===== src/rtl/msc_pkg.sv =====
// shared types and constants of the multichannel sample calibrator
// no dependencies

package msc_pkg;

    localparam int MAX_CHANNELS_DEF = 256;

    localparam int SAMPLE_W  = 16;
    localparam int CHAN_W    = 8;
    localparam int GROUND_W  = 16;
    localparam int SPAN_W    = 17;
    localparam int CNT_W     = 9;
    localparam int RESULT_W  = 49;
    localparam int FRAC_BITS = 16;
    // |(raw - ground) * phys_span| stays below 2^32
    localparam int PROD_MAG_W = 32;
    localparam int DIVIDEND_W = PROD_MAG_W + FRAC_BITS;

    localparam logic [CNT_W-1:0] CNT_RESET = CNT_W'(1);

    localparam logic REQ_SAMPLE = 1'b0;
    localparam logic REQ_CAL    = 1'b1;

    typedef struct packed {
        logic [GROUND_W-1:0]      ground;
        logic [SPAN_W-1:0]        logic_span;
        logic signed [SPAN_W-1:0] phys_span;
    } t_cal_entry;

    typedef enum logic [1:0] {
        S_IDLE,
        S_READ,
        S_START,
        S_DIV
    } t_state;

endpackage


===== src/rtl/msc_div.sv =====
// iterative restoring divider, one quotient bit per cycle
// depends on msc_pkg

module msc_div import msc_pkg::*; (
    input  logic                  i_clk,
    input  logic                  i_rst_n,
    input  logic                  i_start,
    input  logic [DIVIDEND_W-1:0] i_dividend,
    input  logic [SPAN_W-1:0]     i_divisor,
    output logic                  o_done,
    output logic [DIVIDEND_W-1:0] o_quotient
);

    localparam int STEP_W = $clog2(DIVIDEND_W);
    localparam logic [STEP_W-1:0] LAST_STEP = STEP_W'(DIVIDEND_W - 1);

    logic [DIVIDEND_W-1:0] r_quo, n_quo;
    logic [SPAN_W-1:0]     r_rem, n_rem;
    logic [SPAN_W-1:0]     r_den;
    logic [STEP_W-1:0]     r_step;
    logic                  r_busy;
    logic                  r_done;

    logic [SPAN_W:0] rem_shift;
    logic [SPAN_W:0] rem_sub;
    logic            take;

    always_comb begin
        rem_shift = {r_rem, r_quo[DIVIDEND_W-1]};
        rem_sub   = rem_shift - {1'b0, r_den};
        take      = rem_shift >= {1'b0, r_den};
        n_rem     = take ? rem_sub[SPAN_W-1:0] : rem_shift[SPAN_W-1:0];
        n_quo     = {r_quo[DIVIDEND_W-2:0], take};
    end

    always_ff @(posedge i_clk) begin
        if (!i_rst_n) begin
            r_busy <= 1'b0;
            r_done <= 1'b0;
            r_step <= '0;
        end else if (i_start) begin
            r_busy <= 1'b1;
            r_done <= 1'b0;
            r_step <= '0;
        end else if (r_busy) begin
            r_step <= r_step + STEP_W'(1);
            if (r_step == LAST_STEP) begin
                r_busy <= 1'b0;
                r_done <= 1'b1;
            end
        end
    end

    always_ff @(posedge i_clk) begin
        if (i_start) begin
            r_quo <= i_dividend;
            r_rem <= '0;
            r_den <= i_divisor;
        end else if (r_busy) begin
            r_quo <= n_quo;
            r_rem <= n_rem;
        end
    end

    assign o_done     = r_done;
    assign o_quotient = r_quo;

endmodule

===== config.mk =====
export PLATFORM = sky130hd
export DESIGN_NAME = msc_div
export DESIGN_NICKNAME = d
export VERILOG_FILES = /design/src/rtl/msc_pkg.sv /design/src/rtl/msc_div.sv
export SDC_FILE = /design/constraint.sdc
export NUM_CORES = 1
export LEC_CHECK = 0
export BUFFER_PORTS_ARGS = -buffer_cell sky130_fd_sc_hd__buf_2
export CORE_MARGIN = 3
export CORE_UTILIZATION = 57
export CTS_CLUSTER_SIZE = 40
export DETAILED_ROUTE_END_ITERATION = 10
export HOLD_SLACK_MARGIN = 0.06
export PLACE_DENSITY = 0.95
export SLEW_MARGIN = 20
export SYNTH_ARGS = -nofsm -noshare
export SYNTH_HDL_FRONTEND = slang
export SYNTH_SLANG_ARGS = --single-unit

===== constraint.sdc =====
create_clock -name i_clk -period 4.5 [get_ports i_clk]
set_input_delay 0.675 -clock i_clk [delete_from_list [all_inputs] [get_ports i_clk]]
set_output_delay 0.675 -clock i_clk [all_outputs]
set_load 0.02 [all_outputs]

==> flow_summary.json, run 1 <==
{
  "ys_seq_area_frac": 0.540,
  "wl_met1_um": 3970,
  "dr_wl_met3_um": 1090,
  "synth_compound_area_frac": 0.118,
  "synth-adder-area-share": 0.0540,
  "cp-start-kind": "flop",
  "worstPathRequired_ns": 4.78,
  "place_area_sq_um": 5190,
  "syn_inst": 374,
  "status": "finished, final reports clean",
  "syn-num-nets": 461,
  "final_cells": 592,
  "cts_setup_buffers": 0,
  "top_layer": "met5",
  "place_congestion": 0.865,
  "wl_met2_um": 5230,
  "ant_nets": 0,
  "clock_skew_ns": 0.0180,
  "initial_core_util": 0.607,
  "die_area_sq_um": 9080,
  "power_w": 0.00191,
  "die_x_um": 95.3,
  "synth_top_family_by_area": "multiplexers",
  "cts.path.max_buffers": 2,
  "dp_cells": 575,
  "worst_slew_pin_slew_ns": 0.991,
  "final.fill_count": 491,
  "critPathMaxFanout": 13,
  "hold_buffers": 0,
  "design_area_sq_um": 5380,
  "p_per_area_nw_per_um2": 354,
  "nNetsFinal": 574,
  "remaining_drc_errors": 0,
  "syn_to_final_growth_pct": 18.4,
  "hold_depth": 1,
  "syn_area_sq_um": 4540,
  "synth.avg_cell_area_sq_um": 12.1,
  "min_period_ns": 2.94,
  "max_freq_ghz": 0.340,
  "r2r_end": "r_rem[8]",
  "vias_per_cell": 5.76,
  "antenna_found_initial": 1,
  "leakage_nw": 2.27,
  "post_drt_wl_per_cell_um": 17.7,
  "path_class": "reg2reg",
  "ys.flop_type": "edfxtp_1",
  "routed_wl_um": 10500,
  "io_buffers": 116,
  "slew_headroom": 0.340,
  "drive_above_1_share": 0.394,
  "clock_latency_ns": 0.37,
  "synth-xor-area-share": 0.0308,
  "cts_resized": 0,
  "io_pins": 117,
  "async_flop_share": 0,
  "netlist.area_leader.share": 0.430,
  "finalSetupViolCount": 0,
  "synth_area_leader_cell": "edfxtp_1",
  "final.setup.tns_ns": 0,
  "ys_ff_latch": 90,
  "rows": 31,
  "yosysMostFrequentCell": "edfxtp_1",
  "endpoint_kind": "flop",
  "hold_class": "in2reg",
  "rr_startpoint": "o_quotient[47]",
  "final_hold_viol_count": 0,
  "ctsHtreeMaxLevel": 3,
  "worst-r2r-cell-count": 12,
  "ys_types": 50,
  "coreArea_sq_um": 7490,
  "yosys-top-cells-count": "65 x edfxtp_1, 48 x mux2_2, 27 x nand2_1, 25 x dfxtp_1",
  "drv_slew": 0,
  "dpl.hpwl_um": 7600,
  "muxShareOfSynthArea": 0.126,
  "grt_start_max_net_pins": 79,
  "track_usage": 0.241,
  "whs_endpoint": "r_den[16]",
  "drt-initial-drc-count": 241,
  "min_from": "i_divisor[16]",
  "r2r_slack_ns": 1.56,
  "ir_drop_uv": 261,
  "synth-simple-area-share": 0.0972,
  "multi_input_area_sq_um": 1930,
  "die_h_um": 95.3,
  "grt_remaining_overflow": 0,
  "cts_tree": "done",
  "timing.final.crit_share": 0.654,
  "grt_pass1_wl_um": 16600,
  "clkTransAtPathRegs_ns": 0.10,
  "vias": 3411,
  "cts_sinks": 90,
  "numCtsBuffers": 9,
  "arrival_ns": 3.22,
  "grt_setup_unrepaired": "false",
  "synth_edf_count": 65,
  "drv_cap": 0,
  "yosys-top-cells-area": "edfxtp_1 43%, mux2_2 12%, dfxtp_1 11%, ha_1 5.0%, nand2_1 2.2%",
  "first_pass_iters": 5,
  "grt_pass1_vias": 3505,
  "final-seq-area_sq_um": 2450,
  "fin_util": 0.718,
  "ys_warn_count": 0,
  "cts_root_buffer": "clkbuf_8"
}
## critical path: stages, from the launching register on
cell	delay, ns
edfxtp_1	0.39
inv_1	0.09
ha_1	0.15
inv_1	0.05
fa_1	0.40
a21o_1	0.22
a221oi_2	0.35
o21a_1	0.17
nor2_2	0.07
a21oi_2	0.36
buf_4	0.28
nand2_1	0.08
a311oi_1	0.24
## through the flow
stage	hold WS (ns)	setup slack [ns]
4_1_cts	0.459	1.56
2_1_floorplan	0.458	1.71
5_1_grt	0.458	1.30
3_3_place_gp	0.454	1.70
3_5_place_dp	0.465	1.57
6_report	0.472	1.56
## kinds of logic after synthesis
group,count (synthesis)
XOR/XNOR,16
adder cells (fa/ha/maj),19
AND/OR/NAND/NOR,91
AO/OA/AOI/OAI,70
buffers and inverters,37
multiplexers,51
flip-flops,90
## layout by cell type, fill, tap and decap left out, types with 2 or more instances in the layout
cell / netlist / routed
buf_2: 2 / 115
edfxtp_1: 65 / 65
mux2_2: 48 / 48
nand2_1: 27 / 27
dfxtp_1: 25 / 25
nor2_1: 20 / 20
inv_1: 20 / 19
ha_1: 18 / 18
o21ai_0: 14 / 14
nand3_1: 13 / 13
a21oi_1: 13 / 13
a21o_1: 9 / 9
xnor2_1: 9 / 9
clkbuf_8: 0 / 9
nand2b_1: 7 / 7
xor2_1: 7 / 7
a32oi_1: 6 / 6
nor2b_1: 5 / 5
a311oi_2: 5 / 5
o21a_1: 4 / 4
nor3_1: 4 / 4
buf_4: 0 / 4
a211o_1: 3 / 3
or3_1: 3 / 3
nand4_1: 3 / 3
and3_1: 2 / 2
nor4_1: 2 / 2
mux2i_1: 2 / 2
o311ai_1: 2 / 2
inv_6: 0 / 2
inv_8: 0 / 2
## report_power, final
group | switching, W | total (W) | leakage, nW | internal [W]
clock network | 0.000318 | 0.000531 | 0.0913 | 0.000214
logic | 0.000215 | 0.000370 | 1.32 | 0.000155
registers | 0.0000353 | 0.00100 | 0.853 | 0.000969
## sequential cells by signal, summed over array words and instances (netlist names)
| name | cells |
|---|---|
| o_done | 1 |
| r_busy | 1 |
| r_den | 17 |
| o_quotient | 48 |
| r_rem | 17 |
| r_step | 6 |
## routing by layer
layer  up-vias  GRT usage
met2       161      0.401
met1      1604      0.278
met4         2     0.0877
li1       1622          -
met3        22      0.100
met5         -          0
## area by class of cell
| cell class | instances | area share |
|---|---|---|
| multi-input combinational | 247 | 0.360 |
| antenna | 1 | 0.000465 |
| clock buffer | 10 | 0.0237 |
| sequential | 90 | 0.456 |
| inverter | 20 | 0.0140 |
| timing repair buffer | 119 | 0.113 |
| tap | 99 | 0.0230 |
| clock inverter | 6 | 0.0105 |
## how the worst max path moves through the flow
stage / start / slack, ns / end
after floorplan: i_start / 1.71 / o_quotient[0]
after global placement: o_quotient[47] / 1.70 / r_rem[0]
after detailed placement: o_quotient[47] / 1.57 / r_rem[8]
after CTS: o_quotient[47] / 1.56 / r_rem[0]
after global routing: o_quotient[47] / 1.30 / r_rem[8]
final: o_quotient[47] / 1.56 / r_rem[8]
Note: power is estimated with default switching activity, not from simulation.
==> inputs of run 2 (changes only) <==
CORE_UTILIZATION = 48   (was 57)
PLACE_DENSITY = 0.87   (was 0.95)
clock period = 2.35 ns   (was 4.5 ns; I/O delays follow)
==> run 2 against run 1 <==
Net effect: the run now ends with setup timing left; global-route usage shrank 2.5 points; utilization down 6.9 points; die area up 18%; register-to-register slack worse by 1.8 ns; via count increased by 3.8%; count of clock-buffer cells in the layout unchanged; non-clock buffer count grew 27; sequential power increased by 92%; critical endpoint unchanged; largest cell class unchanged.
==> flow_summary.json, run 2 (synthesis results as in run 1) <==
{
  "status": "finished, violations left",
  "violations": "setup timing",
  "hold_class": "in2reg",
  "cts.path.max_buffers": 2,
  "arrival_ns": 2.85,
  "final-seq-area_sq_um": 2450,
  "routed_wl_um": 11000,
  "syn_to_final_growth_pct": 28.2,
  "critPathMaxFanout": 2,
  "post_drt_wl_per_cell_um": 17.0,
  "layout_setup_ws_ns": -0.250,
  "cts_sinks": 90,
  "vias_per_cell": 5.49,
  "layout_common_cells": "116 x buf_2, 65 x edfxtp_1, 48 x mux2_2",
  "drv_cap": 0,
  "worstPathRequired_ns": 2.60,
  "endpoint_kind": "flop",
  "clock_latency_ns": 0.36,
  "dp_cells": 623,
  "cts_root_buffer": "clkbuf_8",
  "final.fill_count": 655,
  "path_class": "reg2reg",
  "grt_setup_unrepaired": "true",
  "crit_top_cell": "inv_2",
  "die_x_um": 103,
  "ctsHtreeMaxLevel": 3,
  "grt_pass1_wl_um": 17900,
  "remaining_drc_errors": 0,
  "timing.final.crit_share": 1.11,
  "cp_cell_sequence": "inv_2, ha_4, inv_2, fa_2, a21o_1, a221oi_2, buf_4, buf_6, nor2b_2, o21a_1, o21ai_2, o311ai_2, a311oi_1",
  "drt-initial-drc-count": 201,
  "cp-start-kind": "flop",
  "path_delay_family": "compound AO/OA/AOI/OAI gates",
  "vias": 3539,
  "nNetsFinal": 601,
  "grt_start_max_net_pins": 53,
  "final_cells": 645,
  "dpl.hpwl_um": 8050,
  "grt_remaining_overflow": 0,
  "place_congestion": 0.842,
  "slew_headroom": 0.598,
  "antennaDiodeCount": 0,
  "critPathBufInv": 4,
  "finalSetupViolCount": 18,
  "drive_above_1_share": 0.455,
  "numCtsBuffers": 9,
  "drv_slew": 0,
  "r2r_slack_ns": -0.25,
  "final_hold_viol_count": 0,
  "cpPeakStageDelay_ns": 0.42,
  "track_usage": 0.216,
  "fin_util": 0.649,
  "max_freq_ghz": 0.385,
  "coreArea_sq_um": 8980,
  "ant_nets": 0,
  "crit_slowest_cell": "edfxtp_1",
  "antenna_found_initial": 0,
  "first_pass_iters": 4,
  "ir_drop_uv": 507,
  "min_period_ns": 2.60,
  "leakage_nw": 2.46,
  "largest_reg_flops": 48,
  "p_per_area_nw_per_um2": 676,
  "cts_tree": "done",
  "clkTransAtPathRegs_ns": 0.10,
  "die_h_um": 103,
  "rows": 34,
  "grt_pass1_vias": 3744,
  "clock_skew_ns": 0.0153,
  "multi_input_area_sq_um": 2040,
  "io_pins": 117,
  "initial_core_util": 0.506,
  "layout_commonest_cell": "buf_2",
  "io_buffers": 116,
  "worst_slew_pin_slew_ns": 0.602,
  "die_area_sq_um": 10700
}
-- run 2: changes by cell type in the layout (fill, tap and decap cells not counted), sizes merged --
cell | before | now
bufinv | 0 | 2
clkinvlp | 1 | 2
inv | 24 | 21
diode | 1 | 0
buf | 119 | 146
-- run 2: per-layer routing --
layer / GRT usage / wire (um) / up-vias
met5: 0 / 0 / -
met4: 0.0777 / 234 / 0
met3: 0.0818 / 883 / 22
met2: 0.359 / 5410 / 122
met1: 0.258 / 4450 / 1723
li1: - / - / 1672
-- run 2: worst paths after layout --
| kind | start | endpoint | cells after the start |
|---|---|---|---|
| setup / recovery | o_quotient[47] | r_rem[8] | 13 |
| hold / removal | i_divisor[16] | r_den[16] | 1 |
| setup reg to reg | o_quotient[47] | r_rem[8] | 13 |
| hold reg to reg | o_done | o_done | 2 |
-- run 2: where the power goes --
part           total (W)  switching [W]  internal [W]  leakage, nW
sequential       0.00192      0.0000691       0.00185        0.853
combinational   0.000810       0.000452      0.000357         1.50
clock            0.00120       0.000586      0.000617        0.111
total            0.00394        0.00111       0.00283         2.46
-- run 2: stage by stage --
step | hold slack [ns] | setup slack [ns] | TNS, ns | cell area [sq um] | power (W)
final | 0.162 | -0.250 | -2.80 | 5830 | 0.00394
after CTS | 0.148 | -0.207 | -2.38 | 5760 | 0.00394
after floorplan | 0.451 | -0.322 | -3.30 | 4560 | 0.00243
after detailed placement | 0.480 | -0.250 | -2.99 | 5440 | 0.00271
after global routing | 0.150 | -0.421 | -4.54 | 5830 | 0.00412
after global placement | 0.466 | -0.128 | -1.22 | 5440 | 0.00268
-- run 2: layout make-up --
| cell class | count | share of cell area |
|---|---|---|
| clock inverters | 6 | 0.0170 |
| flip-flops and latches | 90 | 0.421 |
| inverters | 20 | 0.0135 |
| repair buffers | 146 | 0.149 |
| well taps | 126 | 0.0271 |
| clock buffers | 10 | 0.0219 |
| multi-input cells | 247 | 0.351 |
-- run 2: repair_timing --
| item | in CTS | in global routing |
|---|---|---|
| pin swaps | 11 | 10 |
| buffers inserted | 4 | 2 |
| resized for setup | 14 | 11 |
| setup endpoints to repair | 18 | 18 |
| hold buffers | 0 | 0 |
